**config.mk**
```make
export PLATFORM = sky130hd
export DESIGN_NAME = msis_execute
export DESIGN_NICKNAME = d
export VERILOG_FILES = /design/src/hw/rtl/msis_pkg.sv /design/src/hw/rtl/msis_execute.sv
export SDC_FILE = /design/constraint.sdc
export NUM_CORES = 1
export LEC_CHECK = 0
export BUFFER_PORTS_ARGS = -buffer_cell sky130_fd_sc_hd__buf_2
export CAP_MARGIN = 10
export CORE_AREA = 4 4 164 166
export DETAILED_ROUTE_END_ITERATION = 6
export DIE_AREA = 0 0 168 170
export PLACE_DENSITY = 0.59
export SLEW_MARGIN = 40
export SYNTH_ARGS = -nofsm -noshare
export SYNTH_HDL_FRONTEND = slang
export SYNTH_SLANG_ARGS = --single-unit
```
**constraint.sdc**
```tcl
create_clock -name vclk -period 3.65
set_input_delay 0.5475 -clock vclk [all_inputs]
set_output_delay 0.5475 -clock vclk [all_outputs]
set_load 0.01 [all_outputs]
```
**src/hw/rtl/msis_pkg.sv**
```systemverilog
// ----------------------------------------------------------------------------
// msis_pkg
// Shared constants, opcode and service codes and types of the MIPS subset
// instruction step unit.
// ----------------------------------------------------------------------------
package msis_pkg;

	// Default sizes of the data memory and the program counter.
	localparam int DATA_WORDS_DEF = 1024;
	localparam int PC_BITS_DEF    = 16;

	// Fixed field widths of the input and result words.
	localparam int WORD_BITS      = 32;
	localparam int LOAD_ADDR_BITS = 10;
	localparam int OUT_PC_BITS    = 16;
	localparam int REG_ADDR_BITS  = 5;
	localparam int IMM_BITS       = 16;

	// Primary opcodes.
	localparam logic [5:0] OP_SPECIAL = 6'd0;
	localparam logic [5:0] OP_J       = 6'd2;
	localparam logic [5:0] OP_BEQ     = 6'd4;
	localparam logic [5:0] OP_ADDIU   = 6'd9;
	localparam logic [5:0] OP_LW      = 6'd35;
	localparam logic [5:0] OP_SW      = 6'd43;

	// Function codes of the special opcode.
	localparam logic [5:0] FN_ADDU = 6'd33;
	localparam logic [5:0] FN_SLT  = 6'd42;

	// The one instruction word that is a system call.
	localparam logic [WORD_BITS-1:0] SYSCALL_WORD = 32'h0000_000c;

	// Services selected by the value in $v0.
	localparam logic [WORD_BITS-1:0] SVC_EXIT = 32'd10;
	localparam logic [WORD_BITS-1:0] SVC_READ = 32'd5;

	// Architectural registers with a fixed role.
	localparam logic [REG_ADDR_BITS-1:0] REG_ZERO = 5'd0;
	localparam logic [REG_ADDR_BITS-1:0] REG_V0   = 5'd2;
	localparam logic [REG_ADDR_BITS-1:0] REG_A0   = 5'd4;
	localparam logic [REG_ADDR_BITS-1:0] REG_GP   = 5'd28;

	// Configuration register index (byte address bits above the word offset).
	localparam logic CFG_GLOBAL_POINTER = 1'b0;

	// State writes produced by one executed word.
	typedef struct packed {
		logic                     reg_we;
		logic [REG_ADDR_BITS-1:0] reg_addr;
		logic [WORD_BITS-1:0]     reg_data;
		logic                     mem_we;
		logic [IMM_BITS-1:0]      mem_idx;
		logic [WORD_BITS-1:0]     mem_data;
	} msis_wr_t;

	// Status produced by one executed word.
	typedef struct packed {
		logic                 halt_set;
		logic                 print_valid;
		logic [WORD_BITS-1:0] print_value;
		logic                 read_taken;
	} msis_status_t;

endpackage

```
**src/hw/rtl/msis_execute.sv**
```systemverilog
// ----------------------------------------------------------------------------
// msis_execute
// Decode and execution of one held word: the add or compare, the branch and
// jump target, the system call service and the state writes it causes.
// ----------------------------------------------------------------------------
module msis_execute #(
	parameter int PC_BITS = msis_pkg::PC_BITS_DEF
) (
	input  logic                         mode,
	input  logic [31:0]                  instruction,
	input  logic [9:0]                   load_address,
	input  logic [31:0]                  load_value,
	input  logic [31:0]                  read_value,
	input  logic [31:0]                  rs_val,
	input  logic [31:0]                  rt_val,
	input  logic [31:0]                  mem_rdata,
	input  logic [31:0]                  v0_val,
	input  logic [31:0]                  a0_val,
	input  logic [PC_BITS-1:0]           pc,
	input  logic                         halted,
	output msis_pkg::msis_wr_t           wr,
	output msis_pkg::msis_status_t       st,
	output logic [PC_BITS-1:0]           npc
);
	import msis_pkg::*;

	logic [5:0]               op;
	logic [5:0]               fn;
	logic [REG_ADDR_BITS-1:0] rt;
	logic [REG_ADDR_BITS-1:0] rd;
	logic [IMM_BITS-1:0]      imm;
	logic [WORD_BITS-1:0]     simm;

	assign op   = instruction[31:26];
	assign rt   = instruction[20:16];
	assign rd   = instruction[15:11];
	assign fn   = instruction[5:0];
	assign imm  = instruction[15:0];
	assign simm = {{(WORD_BITS - IMM_BITS){imm[IMM_BITS-1]}}, imm};

	// One word: either a data load or one instruction.
	always_comb begin
		wr  = '0;
		st  = '0;
		npc = pc;
		if (mode) begin
			wr.mem_we   = 1'b1;
			wr.mem_idx  = 16'(load_address);
			wr.mem_data = load_value;
		end else if (!halted) begin
			npc = pc + PC_BITS'(1);
			unique case (op)
				OP_SPECIAL: begin
					if (fn == FN_ADDU) begin
						wr.reg_we   = 1'b1;
						wr.reg_addr = rd;
						wr.reg_data = rs_val + rt_val;
					end else if (fn == FN_SLT) begin
						wr.reg_we   = 1'b1;
						wr.reg_addr = rd;
						wr.reg_data = {31'd0, rs_val < rt_val};
					end else if (instruction == SYSCALL_WORD) begin
						if (v0_val == SVC_EXIT) begin
							st.halt_set = 1'b1;
							npc         = pc;
						end else if (v0_val == SVC_READ) begin
							wr.reg_we     = 1'b1;
							wr.reg_addr   = REG_V0;
							wr.reg_data   = read_value;
							st.read_taken = 1'b1;
						end else begin
							st.print_valid = 1'b1;
							st.print_value = a0_val;
						end
					end
				end
				OP_ADDIU: begin
					wr.reg_we   = 1'b1;
					wr.reg_addr = rt;
					wr.reg_data = rs_val + simm;
				end
				OP_J: begin
					npc = instruction[PC_BITS-1:0];
				end
				OP_BEQ: begin
					if (rs_val == rt_val) begin
						npc = pc + simm[PC_BITS-1:0];
					end
				end
				OP_LW: begin
					wr.reg_we   = 1'b1;
					wr.reg_addr = rt;
					wr.reg_data = mem_rdata;
				end
				OP_SW: begin
					wr.mem_we   = 1'b1;
					wr.mem_idx  = imm;
					wr.mem_data = rt_val;
				end
				default: begin
				end
			endcase
		end
	end

endmodule

```
==> flow_summary.json, run 1 <==
{
  "routed_via_density": 5.428,
  "slew_headroom": 0.4790,
  "post_route_cells_drive_above_1_share": 0.4765,
  "critical_path_required_ns": 3.10,
  "place_ws_ns": -0.6937,
  "seq_power_share": 0,
  "internal-power_uw": 852.0,
  "crit_path_max_fanout": 2,
  "number_of_global_route_vias_before_repair": 10990,
  "die_h_um": 170,
  "design.seq.count": 0,
  "drt-total-wl_um": 43240,
  "timing.hold.ws_ns": 1.377,
  "grt_first_pass_wirelength_um": 62720,
  "avgRoutedWirePerCell_um": 20.52,
  "synthesis.area_per_instance_um2": 6.658,
  "start_util": 0.2939,
  "fin_util": 0.5142,
  "post_synth_num_cell_types": 84,
  "startpoint_type": "input pin",
  "critPathCaptureType": "primary output",
  "post_synthesis_instance_area_um2": 7530,
  "setup_repair_after_global_routing_missed_its_margin": "yes",
  "run_status": "finished, violations left",
  "p_total_mw": 1.736,
  "detail-route-antenna-nets": 0,
  "final_period_minus_worst_setup_slack_ns": 3.903,
  "timing.final.crit_share": 1.069,
  "drv_slew": 0,
  "clockBufferCount": 0,
  "critPathCapture": "wr[79]",
  "hpwl_um": 36160,
  "die_area_um2": 28560,
  "grt_antenna_before_repair": 3,
  "gp_routability_congestion": 0.9956,
  "finalNetCount": 2168,
  "fin_tns_setup_ns": -1.668,
  "synthesis.nets": 1528,
  "syn2layout_area_growth_pct": 74.94,
  "die_w_um": 168,
  "timing.max_cap.violations": 0,
  "remaining_drc_errors": 0,
  "comb_power_share": 1.000,
  "warning_count_from_the_yosys_run": 0,
  "most_common_cell_after_layout_fill_and_taps_aside": "sky130_fd_sc_hd__buf_2",
  "clkPwrFrac": 0,
  "synth_top_cell_area_share": 0.1828,
  "power.net_switching_uw": 883.8,
  "hold_class": "in2out",
  "startpoint": "rs_val[0]",
  "grt_start_max_net_pins": 34,
  "num_vias": 11436,
  "synth.largest_area_cell": "sky130_fd_sc_hd__ha_1",
  "core.rowCount": 59,
  "finalSetupViolations": 19,
  "sequential_cell_area_um2": 0,
  "final_global_route_overflow_total": 0,
  "fin_cells": 2107,
  "detailed_place.area_um2": 11690,
  "vdd_ir_drop_max_uv": 59.30,
  "worst_pin_slew_ns": 0.7744,
  "postSynthCellCount": 1131,
  "drt_pre_antenna_iters": 5,
  "power_switching_share": 0.5091,
  "layout.cells.most_common_list": "sky130_fd_sc_hd__buf_2 (403), sky130_fd_sc_hd__buf_4 (233), sky130_fd_sc_hd__nor2_1 (100)",
  "max_clock_freq_mhz": 256.2,
  "timing.final.ws_setup_ns": -0.2526,
  "core_area_um2": 25620,
  "timing_hold_violations_final": 0,
  "post_synth_main_area_contributors": "sky130_fd_sc_hd__ha_1 (18%), sky130_fd_sc_hd__a21oi_1 (7.2%), sky130_fd_sc_hd__xnor2_1 (6.2%)",
  "violated_checks": "setup timing",
  "power_per_cell_area_nw_per_um2": 131.8,
  "fillers": 2590,
  "port_buffers": 422,
  "synth_seq_area_share": 0,
  "critPathArrivalTime_ns": 3.36,
  "grt_use_total": 0.2747,
  "stdcell_area_um2": 13170,
  "drc_marker_count_from_the_first_detailed_route_iteration": 894,
  "timing.setup.critical_path_class": "in2out",
  "place_inst": 2071,
  "leakagePower_nw": 6.521,
  "io-pin-count": 422
}
[repair_timing]
item / CTS / global route
resized for setup: 121 / 138
setup buffers: 20 / 21
setup endpoints to repair: 35 / 47
pin swaps: 76 / 88
hold buffers: 0 / 0
[worst min-delay path by stage]
stage / start / to / slack (ns) / cells past startpoint
2_1_floorplan: pc[0] / npc[0] / 1.20 / 1
4_1_cts: a0_val[25] / st[26] / 1.38 / 3
5_1_grt: a0_val[16] / st[17] / 1.39 / 3
3_5_place_dp: a0_val[25] / st[26] / 1.38 / 3
6_report: a0_val[14] / st[15] / 1.38 / 3
3_3_place_gp: a0_val[16] / st[17] / 1.38 / 3
[worst max-delay path: stages]
cell and delay, ns:
sky130_fd_sc_hd__buf_8 0.08, sky130_fd_sc_hd__ha_4 0.13, sky130_fd_sc_hd__inv_2 0.04, sky130_fd_sc_hd__fa_2 0.36, sky130_fd_sc_hd__o21bai_4 0.15, sky130_fd_sc_hd__a211oi_2 0.10, sky130_fd_sc_hd__nor3b_2 0.22, sky130_fd_sc_hd__o21ai_2 0.13
sky130_fd_sc_hd__a2111oi_4 0.28, sky130_fd_sc_hd__buf_4 0.18, sky130_fd_sc_hd__o311ai_4 0.13, sky130_fd_sc_hd__a2111oi_4 0.36, sky130_fd_sc_hd__mux2_4 0.33, sky130_fd_sc_hd__nand2_1 0.06, sky130_fd_sc_hd__o211ai_1 0.08, sky130_fd_sc_hd__buf_2 0.15
[area by class of cell]
cell class | count | area, um^2 | area share
Antenna cell | 3 | 7.507 | 0.0005699
Multi-Input combinational cell | 1010 | 8054 | 0.6114
Tap cell | 335 | 419.2 | 0.03182
Timing Repair Buffer | 684 | 4403 | 0.3343
Inverter | 75 | 289.0 | 0.02194
[power groups by stage]
stage               combinational (mW)   clock [mW]  sequential (mW)
detailed placement                1.46            0                0
CTS                               1.57            0                0
global route                      1.87  0.000000110                0
finish                            1.74  0.000000111                0
global placement                  1.45            0                0
floorplan                        0.761            0                0
[kinds of logic after synthesis]
logic type	Yosys count	share of synthesized area
xor+xnor	71	0.08259
buf+inv	121	0.06231
mux	9	0.01263
fa+ha+maj	113	0.1908
compound gates	411	0.3787
simple gates	406	0.2730
[cells in the mapped netlist, types with 8 or more instances]
cell / instances
sky130_fd_sc_hd__nand2_1: 96
sky130_fd_sc_hd__a31oi_1: 9
sky130_fd_sc_hd__a221oi_1: 17
sky130_fd_sc_hd__xor2_1: 18
sky130_fd_sc_hd__nor3b_1: 10
sky130_fd_sc_hd__o31ai_1: 8
sky130_fd_sc_hd__nand2b_1: 18
sky130_fd_sc_hd__buf_2: 9
sky130_fd_sc_hd__o211ai_1: 15
sky130_fd_sc_hd__xnor2_1: 53
sky130_fd_sc_hd__nand3_1: 24
sky130_fd_sc_hd__a22o_1: 49
sky130_fd_sc_hd__o21bai_1: 19
sky130_fd_sc_hd__o21ai_1: 10
sky130_fd_sc_hd__ha_1: 110
sky130_fd_sc_hd__o21a_1: 8
sky130_fd_sc_hd__a22oi_1: 21
sky130_fd_sc_hd__clkbuf_1: 33
sky130_fd_sc_hd__nor2b_1: 12
sky130_fd_sc_hd__nand4_1: 9
sky130_fd_sc_hd__a21o_1: 22
sky130_fd_sc_hd__o21ai_0: 66
sky130_fd_sc_hd__and2_1: 42
sky130_fd_sc_hd__nor3_1: 18
sky130_fd_sc_hd__inv_1: 74
sky130_fd_sc_hd__a211oi_1: 9
sky130_fd_sc_hd__nor4_1: 19
sky130_fd_sc_hd__and3_1: 24
sky130_fd_sc_hd__nor2_1: 108
sky130_fd_sc_hd__a21oi_1: 108
[routing by layer]
metal  part of all wire  global-route usage  up-vias
met5                  0                   0        -
met4              0.036             0.09174        0
met3              0.070             0.03322       76
met2               0.49              0.4920      511
met1               0.41              0.3416     5378
li1                   -                   -     5471
No activity file was read; power rests on OpenSTA's default activity.
==> run 2: changes to the inputs <==
- CORE_AREA: 4 4 164 166 -> 4 4 160 162
- DIE_AREA: 0 0 168 170 -> 0 0 164 166
- clock period: 3.65 -> 4.8 ns (I/O delays scaled with it)
==> run 2 against run 1 <==
Effect of this change:
- the flow now finishes without violations
- design area fell by 22%
- non-clock buffer count fell by 227
- setup slack improved by 0.43 ns
- combinational power fell by 45%
- sequential share of layout area did not move
- die area fell by 4.7%
- clock-buffer cell count did not move
- utilization fell by 9.0 points
- global-route usage fell by 1.5 points
- critical path depth fell by 3
==> flow_summary.json, run 2 (synthesis gave the netlist of run 1 again) <==
{
  "run_status": "finished clean",
  "core.rowCount": 57,
  "drt_pre_antenna_iters": 5,
  "sequential_cell_area_um2": 0,
  "detail-route-antenna-nets": 0,
  "place_inst": 1865,
  "vdd_ir_drop_max_uv": 45.71,
  "fillers": 2640,
  "die_area_um2": 27220,
  "power_per_cell_area_nw_per_um2": 93.76,
  "worst_hold_startpoint": "a0_val[9]",
  "start_util": 0.3124,
  "drv_slew": 0,
  "clockBufferCount": 0,
  "p_total_uw": 958.2,
  "routed_via_density": 5.586,
  "worstPathCellList": "buf_2, ha_1, o211ai_1, and2_1, o311a_1, o21bai_2, a311o_2, a41oi_2, a211oi_1, mux2i_1, nand4_1, a21oi_1, buf_2",
  "post_route_cells_drive_above_1_share": 0.3217,
  "remaining_drc_errors": 0,
  "timing_hold_violations_final": 0,
  "crit_buf_inv": 2,
  "num_vias": 10440,
  "io-pin-count": 422,
  "grt_use_total": 0.2596,
  "cpLargestDelayFamily": "compound AO/OA/AOI/OAI gates",
  "timing.final.crit_share": 0.9632,
  "grt_first_pass_wirelength_um": 56780,
  "avgRoutedWirePerCell_um": 20.57,
  "startpoint_type": "input pin",
  "timing.max_cap.violations": 0,
  "die_h_um": 166,
  "grt_start_max_net_pins": 44,
  "port_buffers": 422,
  "drc_marker_count_from_the_first_detailed_route_iteration": 821,
  "gp_routability_congestion": 0.9301,
  "drt-total-wl_um": 38450,
  "finalSetupViolations": 0,
  "timing.final.ws_setup_ns": 0.1765,
  "critPathArrivalTime_ns": 3.90,
  "worst_pin_slew_ns": 0.7612,
  "final_global_route_overflow_total": 0,
  "grt_antenna_before_repair": 3,
  "hold_class": "in2out",
  "place_ws_ns": 0.1290,
  "fin_tns_setup_ns": 0,
  "syn2layout_area_growth_pct": 35.73,
  "detailed_place.area_um2": 10170,
  "most_common_cell_after_layout_fill_and_taps_aside": "sky130_fd_sc_hd__buf_2",
  "stdcell_area_um2": 10220,
  "fin_util": 0.4240,
  "max_clock_freq_mhz": 216.3,
  "number_of_global_route_vias_before_repair": 9889,
  "layout.cells.most_common_list": "sky130_fd_sc_hd__buf_2 (422), sky130_fd_sc_hd__ha_1 (110), sky130_fd_sc_hd__a21oi_1 (108)",
  "slew_headroom": 0.4878,
  "timing.hold.ws_ns": 1.724,
  "final_period_minus_worst_setup_slack_ns": 4.624,
  "critical_path.max_stage_delay_ns": 0.44,
  "critPathCaptureType": "primary output",
  "timing.setup.critical_path_class": "in2out",
  "hpwl_um": 31900,
  "leakagePower_nw": 5.130,
  "critical_path_required_ns": 4.08,
  "crit_path_max_fanout": 5,
  "critical-path-top-cell-by-count": "sky130_fd_sc_hd__buf_2",
  "worst_path_max_delay_cell": "sky130_fd_sc_hd__ha_1",
  "core_area_um2": 24110,
  "fin_cells": 1869,
  "design.seq.count": 0,
  "startpoint": "instruction[6]",
  "die_w_um": 164,
  "multi_input_area_um2": 7138,
  "finalNetCount": 1941
}
## run 2: timing repair
item | CTS | global route
gates resized for setup | 0 | 6
hold buffers | 0 | 0
setup buffers | 0 | 1
setup endpoints to repair | 0 | 1
## run 2: routing by layer
layer | part of all wire | routed length, um | vias to the layer above | track usage
met5 | 0 | 0 | - | 0
met4 | 0.019 | 735 | 0 | 0.05033
met3 | 0.082 | 3155 | 44 | 0.02333
met2 | 0.49 | 18770 | 530 | 0.4611
met1 | 0.41 | 15790 | 4837 | 0.3419
li1 | - | - | 5029 | -
## run 2: power breakdown
part           internal (mW)  switching, mW
Combinational          0.412          0.546
Clock           0.0000000839              0
Sequential                 0              0
## run 2: layout make-up
class / count / area share
Inverter: 75 / 0.02755
Tap cell: 324 / 0.03967
Multi-Input combinational cell: 1010 / 0.6985
Timing Repair Buffer: 457 / 0.2336
Antenna cell: 3 / 0.0007346
## run 2: worst paths after layout
kind	endpoint	slack, ns	cells after the start
setup / recovery	wr[80]	0.18	13
hold / removal	st[10]	1.72	3
